===== src/rtl/core/iwd_pkg.sv =====
// Shared constants, codes and inter-module types for the decimating IIR filter.
// No dependencies; every other file in rtl/core refers to it by scoped name.
`default_nettype none

package iwd_pkg;

	localparam int MAX_TAPS = 8;
	localparam int TAP_W    = $clog2(MAX_TAPS);
	localparam int ADDR_W   = TAP_W + 1;
	localparam int DEPTH    = 2 * MAX_TAPS;
	localparam int CNT_W    = 4;
	localparam int RATIO_W  = 8;
	localparam int CFG_W    = 8;
	localparam int CFG_IDX_W = 2;
	localparam int OP_W     = 3;
	localparam int SAMPLE_W = 16;
	localparam int COEFF_W  = 18;
	localparam int FRAC_W   = 16;
	localparam int PROD_W   = SAMPLE_W + COEFF_W;
	localparam int ACC_W    = PROD_W + 6;
	localparam int RND_W    = ACC_W - FRAC_W;

	localparam logic signed [COEFF_W-1:0] ONE_Q16 = COEFF_W'(65536);

	// item codes
	typedef enum logic [OP_W-1:0] {
		OP_SAMPLE = 3'd0,
		OP_WR_A   = 3'd1,
		OP_WR_B   = 3'd2,
		OP_SET_X  = 3'd3,
		OP_SET_Y  = 3'd4
	} op_t;

	// configuration register indexes
	typedef enum logic [CFG_IDX_W-1:0] {
		REG_RATIO = 2'd0,
		REG_PHASE = 2'd1,
		REG_NIN   = 2'd2,
		REG_NOUT  = 2'd3
	} cfg_reg_t;

	typedef enum logic [1:0] {
		ST_IDLE,
		ST_ISSUE,
		ST_FINISH
	} state_t;

	// bank bit of a memory address: feed-forward side 0, feedback side 1
	typedef struct packed {
		logic                       coef_we;
		logic [ADDR_W-1:0]          coef_waddr;
		logic signed [COEFF_W-1:0]  coef_wdata;
		logic                       hist_we;
		logic [ADDR_W-1:0]          hist_waddr;
		logic signed [SAMPLE_W-1:0] hist_wdata;
		logic                       rd_en;
		logic [ADDR_W-1:0]          coef_raddr;
		logic [ADDR_W-1:0]          hist_raddr;
		logic                       sub;
	} mem_req_t;

	typedef struct packed {
		logic                       vld;
		logic                       sub;
		logic signed [COEFF_W-1:0]  coef;
		logic signed [SAMPLE_W-1:0] hist;
	} operand_t;

	typedef struct packed {
		logic clr;
		logic commit;
	} mac_ctl_t;

	typedef struct packed {
		logic                       busy;
		logic                       out_full;
		logic signed [SAMPLE_W-1:0] res;
	} mac_stat_t;

endpackage

`default_nettype wire


===== src/rtl/core/iwd_feed_if.sv =====
// Input channel of the decimating IIR filter: samples and load items.
// Depends on iwd_pkg for field widths.
`default_nettype none

interface iwd_feed_if;
	logic                                        valid;
	logic                                        ready;
	logic [iwd_pkg::OP_W-1:0]                    op;
	logic [iwd_pkg::TAP_W-1:0]                   tap_index;
	logic signed [iwd_pkg::SAMPLE_W-1:0]         sample_value;
	logic signed [iwd_pkg::COEFF_W-1:0]          coeff_value;

	modport source (output valid, op, tap_index, sample_value, coeff_value, input ready);
	modport sink   (input valid, op, tap_index, sample_value, coeff_value, output ready);
endinterface

`default_nettype wire


===== src/rtl/core/iwd_result_if.sv =====
// Result channel of the decimating IIR filter: one filtered sample per transfer.
// Depends on iwd_pkg for field widths.
`default_nettype none

interface iwd_result_if;
	logic                                valid;
	logic                                ready;
	logic signed [iwd_pkg::SAMPLE_W-1:0] filtered_sample;
	logic                                saturated;

	modport source (output valid, filtered_sample, saturated, input ready);
	modport sink   (input valid, filtered_sample, saturated, output ready);
endinterface

`default_nettype wire


===== src/rtl/core/iir_filter_with_decimation_core.sv =====
// Channel     Dir  Handshake      Payload
// feed        in   valid/ready    op, tap_index, sample_value, coeff_value
// result      out  valid/ready    filtered_sample, saturated
// wr_en/...   in   write strobe   reg_index, wr_data (no read-back)
//
// Load items and samples that do not finish a decimation phase are handled as they are
// taken. A sample that finishes a phase starts a walk over the feed-forward and feedback
// taps (N and M, the clamped tap counts, 1 to 8 each): one shared multiplier walks one
// coefficient and one history entry per cycle out of the memories. Reset is asynchronous;
// memories are not cleared but per-entry valid bits give their reset contents. A held
// result stalls only the final write-back; the next item is taken once that result is registered.
`default_nettype none

module iir_filter_with_decimation_core (
	input  wire logic                          clk,
	input  wire logic                          arst_n,
	input  wire logic                          wr_en,
	input  wire logic [iwd_pkg::CFG_IDX_W-1:0] reg_index,
	input  wire logic [iwd_pkg::CFG_W-1:0]     wr_data,
	iwd_feed_if.sink                           feed,
	iwd_result_if.source                       result
);

	iwd_pkg::mem_req_t  mem_req;
	iwd_pkg::operand_t  opnd;
	iwd_pkg::mac_ctl_t  mac_ctl;
	iwd_pkg::mac_stat_t mac_stat;

	iwd_ctrl u_ctrl (
		.clk       (clk),
		.arst_n    (arst_n),
		.wr_en     (wr_en),
		.reg_index (reg_index),
		.wr_data   (wr_data),
		.feed      (feed),
		.stat      (mac_stat),
		.req       (mem_req),
		.ctl       (mac_ctl)
	);

	iwd_store u_store (
		.clk    (clk),
		.arst_n (arst_n),
		.req    (mem_req),
		.opnd   (opnd)
	);

	iwd_mac u_mac (
		.clk    (clk),
		.arst_n (arst_n),
		.opnd   (opnd),
		.ctl    (mac_ctl),
		.stat   (mac_stat),
		.result (result)
	);

`ifndef SYNTH
	a_commit_drained: assert property (@(posedge clk) disable iff (!arst_n)
		mac_ctl.commit |-> !mac_stat.busy)
		else $error("result committed with products still in flight");

	a_ready_drained: assert property (@(posedge clk) disable iff (!arst_n)
		feed.ready |-> !mac_stat.busy)
		else $error("input ready while the accumulator pipeline is busy");

	a_result_from_commit: assert property (@(posedge clk) disable iff (!arst_n)
		$rose(result.valid) |-> $past(mac_ctl.commit))
		else $error("result valid without a preceding commit");

	a_no_read_on_write: assert property (@(posedge clk) disable iff (!arst_n)
		mem_req.rd_en |-> !mem_req.hist_we && !mem_req.coef_we)
		else $error("memory write during a tap read sequence");
`endif

endmodule

`default_nettype wire


===== src/rtl/core/iwd_store.sv =====
// Coefficient and history memories with registered reads and per-entry valid bits.
// Depends on iwd_pkg; driven by iwd_ctrl, feeds iwd_mac.
`default_nettype none

module iwd_store (
	input  wire logic              clk,
	input  wire logic              arst_n,
	input  wire iwd_pkg::mem_req_t req,
	output iwd_pkg::operand_t      opnd
);

	logic signed [iwd_pkg::COEFF_W-1:0]  coef_mem [iwd_pkg::DEPTH];
	logic signed [iwd_pkg::SAMPLE_W-1:0] hist_mem [iwd_pkg::DEPTH];

	logic [iwd_pkg::DEPTH-1:0] coef_vld_q;
	logic [iwd_pkg::DEPTH-1:0] hist_vld_q;

	logic signed [iwd_pkg::COEFF_W-1:0]  coef_rd_s1;
	logic signed [iwd_pkg::SAMPLE_W-1:0] hist_rd_s1;
	logic                                rd_s1;
	logic                                sub_s1;
	logic                                coef_ok_s1;
	logic                                coef_a0_s1;
	logic                                hist_ok_s1;

	always_ff @(posedge clk) begin
		if (req.coef_we) begin
			coef_mem[req.coef_waddr] <= req.coef_wdata;
		end
		if (req.hist_we) begin
			hist_mem[req.hist_waddr] <= req.hist_wdata;
		end
		if (req.rd_en) begin
			coef_rd_s1 <= coef_mem[req.coef_raddr];
			hist_rd_s1 <= hist_mem[req.hist_raddr];
		end
	end

	always_ff @(posedge clk or negedge arst_n) begin
		if (!arst_n) begin
			coef_vld_q <= '0;
			hist_vld_q <= '0;
			rd_s1      <= 1'b0;
			sub_s1     <= 1'b0;
			coef_ok_s1 <= 1'b0;
			coef_a0_s1 <= 1'b0;
			hist_ok_s1 <= 1'b0;
		end else begin
			if (req.coef_we) begin
				coef_vld_q[req.coef_waddr] <= 1'b1;
			end
			if (req.hist_we) begin
				hist_vld_q[req.hist_waddr] <= 1'b1;
			end
			rd_s1      <= req.rd_en;
			sub_s1     <= req.sub;
			coef_ok_s1 <= coef_vld_q[req.coef_raddr];
			coef_a0_s1 <= (req.coef_raddr == '0);
			hist_ok_s1 <= hist_vld_q[req.hist_raddr];
		end
	end

	// never-written entries read as their reset value: a[0] is unity, all else zero
	always_comb begin
		opnd.vld = rd_s1;
		opnd.sub = sub_s1;
		if (coef_ok_s1) begin
			opnd.coef = coef_rd_s1;
		end else if (coef_a0_s1) begin
			opnd.coef = iwd_pkg::ONE_Q16;
		end else begin
			opnd.coef = '0;
		end
		opnd.hist = hist_ok_s1 ? hist_rd_s1 : '0;
	end

endmodule

`default_nettype wire


===== src/rtl/core/iwd_mac.sv =====
// Shared multiply-accumulate, rounding, saturation and the result register.
// Depends on iwd_pkg and iwd_result_if; takes operands from iwd_store.
`default_nettype none

module iwd_mac (
	input  wire logic               clk,
	input  wire logic               arst_n,
	input  wire iwd_pkg::operand_t  opnd,
	input  wire iwd_pkg::mac_ctl_t  ctl,
	output iwd_pkg::mac_stat_t      stat,
	iwd_result_if.source            result
);

	localparam logic signed [iwd_pkg::ACC_W-1:0] ROUND_HALF =
		iwd_pkg::ACC_W'(1 << (iwd_pkg::FRAC_W - 1));
	localparam logic signed [iwd_pkg::RND_W-1:0] SAT_MAX = iwd_pkg::RND_W'(32767);
	localparam logic signed [iwd_pkg::RND_W-1:0] SAT_MIN = -iwd_pkg::RND_W'(32768);

	logic signed [iwd_pkg::PROD_W-1:0]   prod_d;
	logic signed [iwd_pkg::PROD_W-1:0]   prod_s2;
	logic                                v_s2;
	logic                                sub_s2;
	logic signed [iwd_pkg::ACC_W-1:0]    acc_q;
	logic signed [iwd_pkg::ACC_W-1:0]    prod_ext;
	logic signed [iwd_pkg::ACC_W-1:0]    biased;
	logic signed [iwd_pkg::RND_W-1:0]    rnd;
	logic signed [iwd_pkg::SAMPLE_W-1:0] res;
	logic                                sat;
	logic                                out_vld_q;
	logic signed [iwd_pkg::SAMPLE_W-1:0] filt_q;
	logic                                sat_q;

	assign prod_d   = $signed(opnd.coef) * $signed(opnd.hist);
	assign prod_ext = iwd_pkg::ACC_W'(prod_s2);

	always_ff @(posedge clk) begin
		prod_s2 <= prod_d;
		if (ctl.commit) begin
			filt_q <= res;
			sat_q  <= sat;
		end
	end

	always_ff @(posedge clk or negedge arst_n) begin
		if (!arst_n) begin
			v_s2      <= 1'b0;
			sub_s2    <= 1'b0;
			acc_q     <= '0;
			out_vld_q <= 1'b0;
		end else begin
			v_s2   <= opnd.vld;
			sub_s2 <= opnd.sub;
			if (ctl.clr) begin
				acc_q <= '0;
			end else if (v_s2) begin
				acc_q <= sub_s2 ? (acc_q - prod_ext) : (acc_q + prod_ext);
			end
			if (ctl.commit) begin
				out_vld_q <= 1'b1;
			end else if (result.ready) begin
				out_vld_q <= 1'b0;
			end
		end
	end

	// round half up, then floor-shift out the fraction
	always_comb begin
		biased = acc_q + ROUND_HALF;
		rnd    = biased[iwd_pkg::ACC_W-1:iwd_pkg::FRAC_W];
		sat    = 1'b1;
		if (rnd > SAT_MAX) begin
			res = SAT_MAX[iwd_pkg::SAMPLE_W-1:0];
		end else if (rnd < SAT_MIN) begin
			res = SAT_MIN[iwd_pkg::SAMPLE_W-1:0];
		end else begin
			res = rnd[iwd_pkg::SAMPLE_W-1:0];
			sat = 1'b0;
		end
	end

	assign stat.busy     = opnd.vld | v_s2;
	assign stat.out_full = out_vld_q & ~result.ready;
	assign stat.res      = res;

	assign result.valid           = out_vld_q;
	assign result.filtered_sample = filt_q;
	assign result.saturated       = sat_q;

endmodule

`default_nettype wire


===== src/rtl/core/iwd_ctrl.sv =====
// Sequencer: configuration registers, phase counter, history heads and tap walk.
// Depends on iwd_pkg and iwd_feed_if; drives iwd_store and iwd_mac.
`default_nettype none

module iwd_ctrl (
	input  wire logic                             clk,
	input  wire logic                             arst_n,
	input  wire logic                             wr_en,
	input  wire logic [iwd_pkg::CFG_IDX_W-1:0]    reg_index,
	input  wire logic [iwd_pkg::CFG_W-1:0]        wr_data,
	iwd_feed_if.sink                              feed,
	input  wire iwd_pkg::mac_stat_t               stat,
	output iwd_pkg::mem_req_t                     req,
	output iwd_pkg::mac_ctl_t                     ctl
);

	iwd_pkg::state_t state_q, state_d;

	logic [iwd_pkg::RATIO_W-1:0] ratio_q;
	logic [iwd_pkg::RATIO_W-1:0] phase_q;
	logic [iwd_pkg::RATIO_W-1:0] phase_dec;
	logic [iwd_pkg::CNT_W-1:0]   nin_q;
	logic [iwd_pkg::CNT_W-1:0]   nout_q;
	logic [iwd_pkg::CNT_W-1:0]   n_taps;
	logic [iwd_pkg::CNT_W-1:0]   m_taps;
	logic [iwd_pkg::TAP_W-1:0]   x_head_q;
	logic [iwd_pkg::TAP_W-1:0]   y_head_q;
	logic [iwd_pkg::CNT_W-1:0]   k_q;
	logic                        fb_q;

	logic                        accept;
	logic                        is_sample;
	logic                        fire;
	logic                        last_ff;
	logic                        last_fb;
	logic                        go_fb;
	logic                        issue_last;
	logic                        commit_ok;
	logic [iwd_pkg::TAP_W-1:0]   k_tap;
	logic [iwd_pkg::TAP_W-1:0]   x_rd;
	logic [iwd_pkg::TAP_W-1:0]   y_rd;
	logic [iwd_pkg::TAP_W-1:0]   x_set;
	logic [iwd_pkg::TAP_W-1:0]   y_set;
	logic [iwd_pkg::TAP_W-1:0]   x_new;
	logic [iwd_pkg::TAP_W-1:0]   y_new;

	function automatic logic [iwd_pkg::CNT_W-1:0] clamp_taps(
		input logic [iwd_pkg::CNT_W-1:0] n
	);
		logic [iwd_pkg::CNT_W-1:0] r;
		r = n;
		if (n == '0) begin
			r = iwd_pkg::CNT_W'(1);
		end else if (n > iwd_pkg::CNT_W'(iwd_pkg::MAX_TAPS)) begin
			r = iwd_pkg::CNT_W'(iwd_pkg::MAX_TAPS);
		end
		return r;
	endfunction

	assign n_taps    = clamp_taps(nin_q);
	assign m_taps    = clamp_taps(nout_q);
	assign accept    = feed.valid & feed.ready;
	assign is_sample = (feed.op == iwd_pkg::OP_SAMPLE);
	assign phase_dec = phase_q - iwd_pkg::RATIO_W'(1);
	assign fire      = accept & is_sample & (phase_dec == '0);

	assign last_ff    = (k_q == n_taps - iwd_pkg::CNT_W'(1));
	assign last_fb    = (k_q == m_taps - iwd_pkg::CNT_W'(1));
	assign go_fb      = (m_taps != iwd_pkg::CNT_W'(1));
	assign issue_last = fb_q ? last_fb : (last_ff & ~go_fb);
	assign commit_ok  = ~stat.busy & ~stat.out_full;

	// history entry i lives at head + i; newest sample sits at the head
	assign k_tap = k_q[iwd_pkg::TAP_W-1:0];
	assign x_rd  = x_head_q + k_tap;
	assign y_rd  = y_head_q + k_tap - iwd_pkg::TAP_W'(1);
	assign x_set = x_head_q + feed.tap_index;
	assign y_set = y_head_q + feed.tap_index;
	assign x_new = x_head_q - iwd_pkg::TAP_W'(1);
	assign y_new = y_head_q - iwd_pkg::TAP_W'(1);

	always_comb begin
		state_d = state_q;
		unique case (state_q)
			iwd_pkg::ST_IDLE: begin
				if (fire) begin
					state_d = iwd_pkg::ST_ISSUE;
				end
			end
			iwd_pkg::ST_ISSUE: begin
				if (issue_last) begin
					state_d = iwd_pkg::ST_FINISH;
				end
			end
			iwd_pkg::ST_FINISH: begin
				if (commit_ok) begin
					state_d = iwd_pkg::ST_IDLE;
				end
			end
			default: state_d = iwd_pkg::ST_IDLE;
		endcase
	end

	always_comb begin
		feed.ready = 1'b0;
		req        = '0;
		ctl        = '0;
		unique case (state_q)
			iwd_pkg::ST_IDLE: begin
				feed.ready = 1'b1;
				ctl.clr    = fire;
				if (accept) begin
					unique case (feed.op)
						iwd_pkg::OP_SAMPLE: begin
							req.hist_we    = fire;
							req.hist_waddr = {1'b0, x_new};
							req.hist_wdata = feed.sample_value;
						end
						iwd_pkg::OP_WR_A: begin
							req.coef_we    = 1'b1;
							req.coef_waddr = {1'b0, feed.tap_index};
							req.coef_wdata = feed.coeff_value;
						end
						iwd_pkg::OP_WR_B: begin
							// feedback tap zero always holds zero
							req.coef_we    = 1'b1;
							req.coef_waddr = {1'b1, feed.tap_index};
							req.coef_wdata = (feed.tap_index == '0) ? '0 : feed.coeff_value;
						end
						iwd_pkg::OP_SET_X: begin
							req.hist_we    = 1'b1;
							req.hist_waddr = {1'b0, x_set};
							req.hist_wdata = feed.sample_value;
						end
						iwd_pkg::OP_SET_Y: begin
							req.hist_we    = 1'b1;
							req.hist_waddr = {1'b1, y_set};
							req.hist_wdata = feed.sample_value;
						end
						default: begin
							req.hist_we = 1'b0;
						end
					endcase
				end
			end
			iwd_pkg::ST_ISSUE: begin
				req.rd_en      = 1'b1;
				req.sub        = fb_q;
				req.coef_raddr = {fb_q, k_tap};
				req.hist_raddr = fb_q ? {1'b1, y_rd} : {1'b0, x_rd};
			end
			iwd_pkg::ST_FINISH: begin
				ctl.commit     = commit_ok;
				req.hist_we    = commit_ok;
				req.hist_waddr = {1'b1, y_new};
				req.hist_wdata = stat.res;
			end
			default: begin
				feed.ready = 1'b0;
			end
		endcase
	end

	always_ff @(posedge clk or negedge arst_n) begin
		if (!arst_n) begin
			state_q  <= iwd_pkg::ST_IDLE;
			ratio_q  <= iwd_pkg::RATIO_W'(1);
			phase_q  <= iwd_pkg::RATIO_W'(1);
			nin_q    <= iwd_pkg::CNT_W'(1);
			nout_q   <= iwd_pkg::CNT_W'(1);
			x_head_q <= '0;
			y_head_q <= '0;
			k_q      <= '0;
			fb_q     <= 1'b0;
		end else begin
			state_q <= state_d;
			if (wr_en) begin
				unique case (reg_index)
					iwd_pkg::REG_RATIO: ratio_q <= wr_data;
					iwd_pkg::REG_PHASE: phase_q <= wr_data;
					iwd_pkg::REG_NIN:   nin_q   <= wr_data[iwd_pkg::CNT_W-1:0];
					iwd_pkg::REG_NOUT:  nout_q  <= wr_data[iwd_pkg::CNT_W-1:0];
					default:            ratio_q <= ratio_q;
				endcase
			end else if (accept && is_sample) begin
				// reload from the ratio when the count runs out
				phase_q <= (phase_dec == '0) ? ratio_q : phase_dec;
			end
			if (fire) begin
				x_head_q <= x_new;
				k_q      <= '0;
				fb_q     <= 1'b0;
			end else if (state_q == iwd_pkg::ST_ISSUE) begin
				if (!fb_q && last_ff && go_fb) begin
					fb_q <= 1'b1;
					k_q  <= iwd_pkg::CNT_W'(1);
				end else begin
					k_q <= k_q + iwd_pkg::CNT_W'(1);
				end
			end
			if (ctl.commit) begin
				y_head_q <= y_new;
			end
		end
	end

endmodule

`default_nettype wire


===== src/flat_wrapper.sv =====
// flat-port wrapper written by rule: the top's interface ports become plain ports
module iir_filter_with_decimation_core_flat 
  (clk, arst_n, wr_en, reg_index, wr_data, feed_valid, feed_op, feed_tap_index, feed_sample_value, feed_coeff_value, feed_ready, result_valid, result_filtered_sample, result_saturated, result_ready);
  iwd_feed_if feed_i ();
  iwd_result_if result_i ();
  input  wire logic clk;
  input  wire logic arst_n;
  input  wire logic wr_en;
  input  wire logic [iwd_pkg::CFG_IDX_W-1:0] reg_index;
  input  wire logic [iwd_pkg::CFG_W-1:0] wr_data;
  input wire logic [$bits(feed_i.valid)-1:0] feed_valid;
  input wire logic [$bits(feed_i.op)-1:0] feed_op;
  input wire logic [$bits(feed_i.tap_index)-1:0] feed_tap_index;
  input wire logic [$bits(feed_i.sample_value)-1:0] feed_sample_value;
  input wire logic [$bits(feed_i.coeff_value)-1:0] feed_coeff_value;
  output wire logic [$bits(feed_i.ready)-1:0] feed_ready;
  output wire logic [$bits(result_i.valid)-1:0] result_valid;
  output wire logic [$bits(result_i.filtered_sample)-1:0] result_filtered_sample;
  output wire logic [$bits(result_i.saturated)-1:0] result_saturated;
  input wire logic [$bits(result_i.ready)-1:0] result_ready;
  assign feed_i.valid = feed_valid;
  assign feed_i.op = feed_op;
  assign feed_i.tap_index = feed_tap_index;
  assign feed_i.sample_value = feed_sample_value;
  assign feed_i.coeff_value = feed_coeff_value;
  assign feed_ready = feed_i.ready;
  assign result_valid = result_i.valid;
  assign result_filtered_sample = result_i.filtered_sample;
  assign result_saturated = result_i.saturated;
  assign result_i.ready = result_ready;
  iir_filter_with_decimation_core u_core (.clk(clk), .arst_n(arst_n), .wr_en(wr_en), .reg_index(reg_index), .wr_data(wr_data), .feed(feed_i), .result(result_i));
endmodule

===== config.mk =====
export PLATFORM = sky130hd
export DESIGN_NAME = iir_filter_with_decimation_core_flat
export DESIGN_NICKNAME = d
export VERILOG_FILES = /design/src/rtl/core/iwd_pkg.sv /design/src/rtl/core/iwd_feed_if.sv /design/src/rtl/core/iwd_result_if.sv /design/src/rtl/core/iir_filter_with_decimation_core.sv /design/src/rtl/core/iwd_store.sv /design/src/rtl/core/iwd_mac.sv /design/src/rtl/core/iwd_ctrl.sv /design/src/flat_wrapper.sv
export SDC_FILE = /design/constraint.sdc
export NUM_CORES = 2
export LEC_CHECK = 0
export BUFFER_PORTS_ARGS = -buffer_cell sky130_fd_sc_hd__buf_2
export CORE_ASPECT_RATIO = 0.7
export CORE_MARGIN = 3
export CORE_UTILIZATION = 55
export DETAILED_ROUTE_END_ITERATION = 8
export HOLD_SLACK_MARGIN = 0.03
export PLACE_DENSITY = 0.71
export SYNTH_ARGS = -nofsm -noshare
export SYNTH_HDL_FRONTEND = slang
export SYNTH_SLANG_ARGS = --single-unit

===== constraint.sdc =====
create_clock -name clk -period 21.7 [get_ports clk]
set_clock_uncertainty 0.2 [all_clocks]
set_input_delay 5.425 -clock clk [delete_from_list [all_inputs] [get_ports clk]]
set_output_delay 5.425 -clock clk [all_outputs]
set_load 0.05 [all_outputs]

==> out/summary.md <==
Clock-pin slew was measured on the worst setup and hold paths at 0.06 ns. The run gives 0 as the count of hold-fix buffers inserted at cts. Top-level port count: 74.

Input and output buffers added on the ports amount to 73. The compound-cell area share of the yosys netlist is 0.0787. The dominant combinational cell family by area after synthesis was adder cells.

The via count of the first global-routing pass was 28100. The post-route antenna net violation count was 0. The logs give 0 for the setup fix buffers added after clock tree synthesis and 4356 for the number of nets in the synthesized netlist. TritonCTS built the clock tree. The mapped netlist covers 43600 sq um. The number of remaining DRC errors came out at 0. The cell type of the slowest stage on the worst timing path is nor2_2. Of all nets on the critical path, the largest fanout is 17. The first detailed-routing pass took 6 iterations. The area share of xor/xnor cells in the synthesized design works out to 0.0283. In this run, post-CTS repair resized a total of 0 instances. Setup violations remaining at the end of the flow were counted as 0. The number of antenna violations at the first check in global routing is 8.

In this design, the stage delay of the slowest critical-path cell is 0.82 ns. The logs give 0 ns for the setup TNS and 8.61 ns for the data arrival time of the critical path. The tools report the share of synthesized area occupied by flip-flops and latches as 0.493.

CTS saw 746 sinks. By count the netlist is led by nand2_1, edfxtp_1, inv_1. The wire-length estimate of the detail-placed layout is 73900 um. The tools report the clock tree root driver cell as clkbuf_16. The number of DRC markers in iteration 0 is 3388, and the number of instances in the synthesized netlist is 3868. The signal on the critical path passes through buf_2 > nor2_1 > nand2_1 > o21ai_0 > ha_1 > inv_1 > fa_1 > xnor2_1 > xnor2_1 > nand2_1 > a21oi_1 > nand2_1 > nor2_2. The average wire per cell in the routed design came out at 21.8 um. After the last flow step, the layout net total stands at 4359. The tools report the filler cell count as 6177. The final critical delay including setup and external delays came out at 8.59 ns. Starting density of the core: 0.561.

In this run the most critical hold path is launched from u_core.u_store.sub_s1. The total count of max-transition violations in the final report came out at 0. The later pin in the worst-skew pair is clocked with a latency of 0.64 ns. Each instance of the synthesized netlist takes up on average 11.3 sq um. The total wire length after detailed routing came out at 109000 um. The core region is 77600 sq um.

The maximum number of pins on one net before global-route repair is 103. For the number of hold violations in the final report, the log shows 0. The tools report the worst slew margin relative to its limit as 0.194.

For the deepest level of the CTS H-tree, the log shows 3. Yosys printed 0 warnings. Start point of the critical path: feed_op[1]. Buffers inserted during clock tree synthesis total 73. The share of the synthesized area in the top cell type came out at 0.410. Compared with the post-synthesis result, the final layout area differs by 9.01%.

The most common cell in the netlist is nand2_1. After detailed routing, the number of vias per cell comes to 5.88. Across the run, the number of max-cap violations was 0. Layout cell share with drive strength beyond 1: 0.0893. The weighted congestion reported at the end of routability-driven placement is 0.939, and the number of enable-type register cells in the synthesized netlist is 595. The top cell type by total area after synthesis was edfxtp_1. Setup repair after global routing left no endpoint under its margin. The worst setup path is captured at a register. Overall routing resource usage: 0.265. For the pin with the worst max-slew slack, the measured transition is 1.21 ns.

The buffer and inverter count on the worst path works out to 2. In this run the horizontal extent of the chip is 342 um. The worst setup path is of the in2reg kind.

The die area was 82700 sq um; the required time of the worst setup path was 21.71 ns. After synthesis, the cell types taking the most area are edfxtp_1, fa_1, dfrtp_1. For the total grt overflow, the log shows 0. The most common flop cell mapped by yosys is edfxtp_1. The multiplexer share of the synthesized area was 0.0383. Static timing analysis puts the maximum clock frequency at 116 MHz.

For this block, the via count after detailed routing is 29300. The flow ran to the end, and the final reports show no timing, DRC or antenna violations. The post-synthesis adder-cell area fraction was 0.175. Worst hold path class: reg2reg. The run gives 167000 um as the wire length of the first global-routing pass.

The worst register-to-register path begins at u_core.u_store.hist_ok_s1. The simple logic cell fraction of the synthesized area is 0.139, and the share of synthesized registers carrying an async set or reset is 0.157. The distinct cell type count of the synthesized netlist was 80. The worst setup path is launched from a primary input. The placement row count is 85. The final clock period utilization by the worst path works out to 0.396.

The kind of cell with the highest combined delay along the critical path is simple AND/OR/NAND/NOR gates. The number of buffers between clock root and the deepest sink came out at 3. The post-synthesis register bit count came out at 746. Most prevalent standard cell on the critical path: nand2_1. In this run the vertical extent of the chip is 241 um.
==> cells by family (layout without fill, tap and decap cells) <==
logic type               after synthesis  after routing
buffers and inverters                549            613
AND/OR/NAND/NOR                     1349           1349
XOR/XNOR                             141            141
multiplexers                         141            141
flip-flops                           746            746
adder cells (fa/ha/maj)              433            433
AO/OA/AOI/OAI                        509            509
other                                  0              2
==> state kept, by name (all words and copies together), names as in the netlist, 2 cells and up <==
name / flops
u_core.u_store.coef_rd_s1: 18
u_core.u_mac.acc_q: 40
u_core.u_ctrl.ratio_q: 8
u_core.u_mac.result.filtered_sample: 16
u_core.u_ctrl.nout_q: 4
u_core.u_ctrl.x_head_q: 3
u_core.u_store.coef_vld_q: 16
u_core.u_store.coef_mem: 288
u_core.u_ctrl.phase_q: 8
u_core.u_store.hist_rd_s1: 16
u_core.u_ctrl.y_head_q: 3
u_core.u_ctrl.nin_q: 4
u_core.u_store.hist_vld_q: 16
u_core.u_mac.prod_s2: 34
u_core.u_store.hist_mem: 256
u_core.u_ctrl.state_q: 2
u_core.u_ctrl.k_q: 4
==> metrics by stage <==
| stage | utilization | cell area (sq um) | setup WS [ns] | std cells | hold slack, ns |
|---|---|---|---|---|---|
| after floorplan | - | 43600 | 13.15 | 3868 | 0.131 |
| after global placement | 0.580 | 45000 | 12.62 | 4840 | 0.142 |
| after detailed placement | 0.580 | 45000 | 12.54 | 4840 | 0.135 |
| after CTS | 0.612 | 47500 | 13.17 | 4976 | 0.149 |
| after global routing | 0.612 | 47500 | 12.91 | 4978 | 0.175 |
| final | 0.612 | 47500 | 13.11 | 4978 | 0.148 |
==> layout make-up <==
type | count | area (sq um) | share of cell area
Antenna cell | 2 | 5.00 | 0.000105
Clock buffer | 97 | 1980 | 0.0417
Clock inverter | 39 | 507 | 0.0107
Inverter | 365 | 1370 | 0.0288
Multi-Input combinational cell | 2573 | 20200 | 0.425
Sequential cell | 746 | 21500 | 0.452
Tap cell | 1044 | 1310 | 0.0275
Timing Repair Buffer | 112 | 664 | 0.0140
==> placed cells by master, fill, tap and decap left out, drive strengths merged, types with 35 or more instances in the layout <==
master / synthesis / routed
a211oi: 72 / 72
nor2: 296 / 296
mux2i: 108 / 108
xnor2: 108 / 108
nand2: 617 / 617
o21ai: 75 / 75
and3: 43 / 43
ha: 140 / 140
nor3: 40 / 40
edfxtp: 595 / 595
buf: 32 / 112
a21oi: 130 / 130
nand3: 128 / 128
and2: 88 / 88
clkbuf: 152 / 97
a311oi: 74 / 74
inv: 364 / 368
fa: 293 / 293
or2: 35 / 35
a31oi: 52 / 52
dfrtp: 113 / 113
==> metal layers <==
layer | wire [um] | GRT usage | vias up
li1 | - | - | 13300
met1 | 47700 | 0.402 | 14400
met3 | 12300 | 0.0742 | 170
met5 | 13 | 0 | -
met2 | 46200 | 0.377 | 1383
met4 | 2470 | 0.0697 | 2
==> final timing paths <==
check	end	slack (ns)	depth (start not counted)
worst max-delay path	u_core.u_store.hist_mem[13][0]	13.11	13
worst min-delay path	u_core.u_mac.sub_s2	0.15	0
worst max register to register	u_core.u_mac.prod_s2[33]	13.81	24
worst min register to register	u_core.u_mac.sub_s2	0.15	0
max in group asynchronous	u_core.u_ctrl.k_q[0]	15.30	2
min in group asynchronous	u_core.u_mac.acc_q[11]	4.58	1
Power is not shown: default switching activity piles up to over one toggle a cycle in this logic, so the estimate is an artifact.
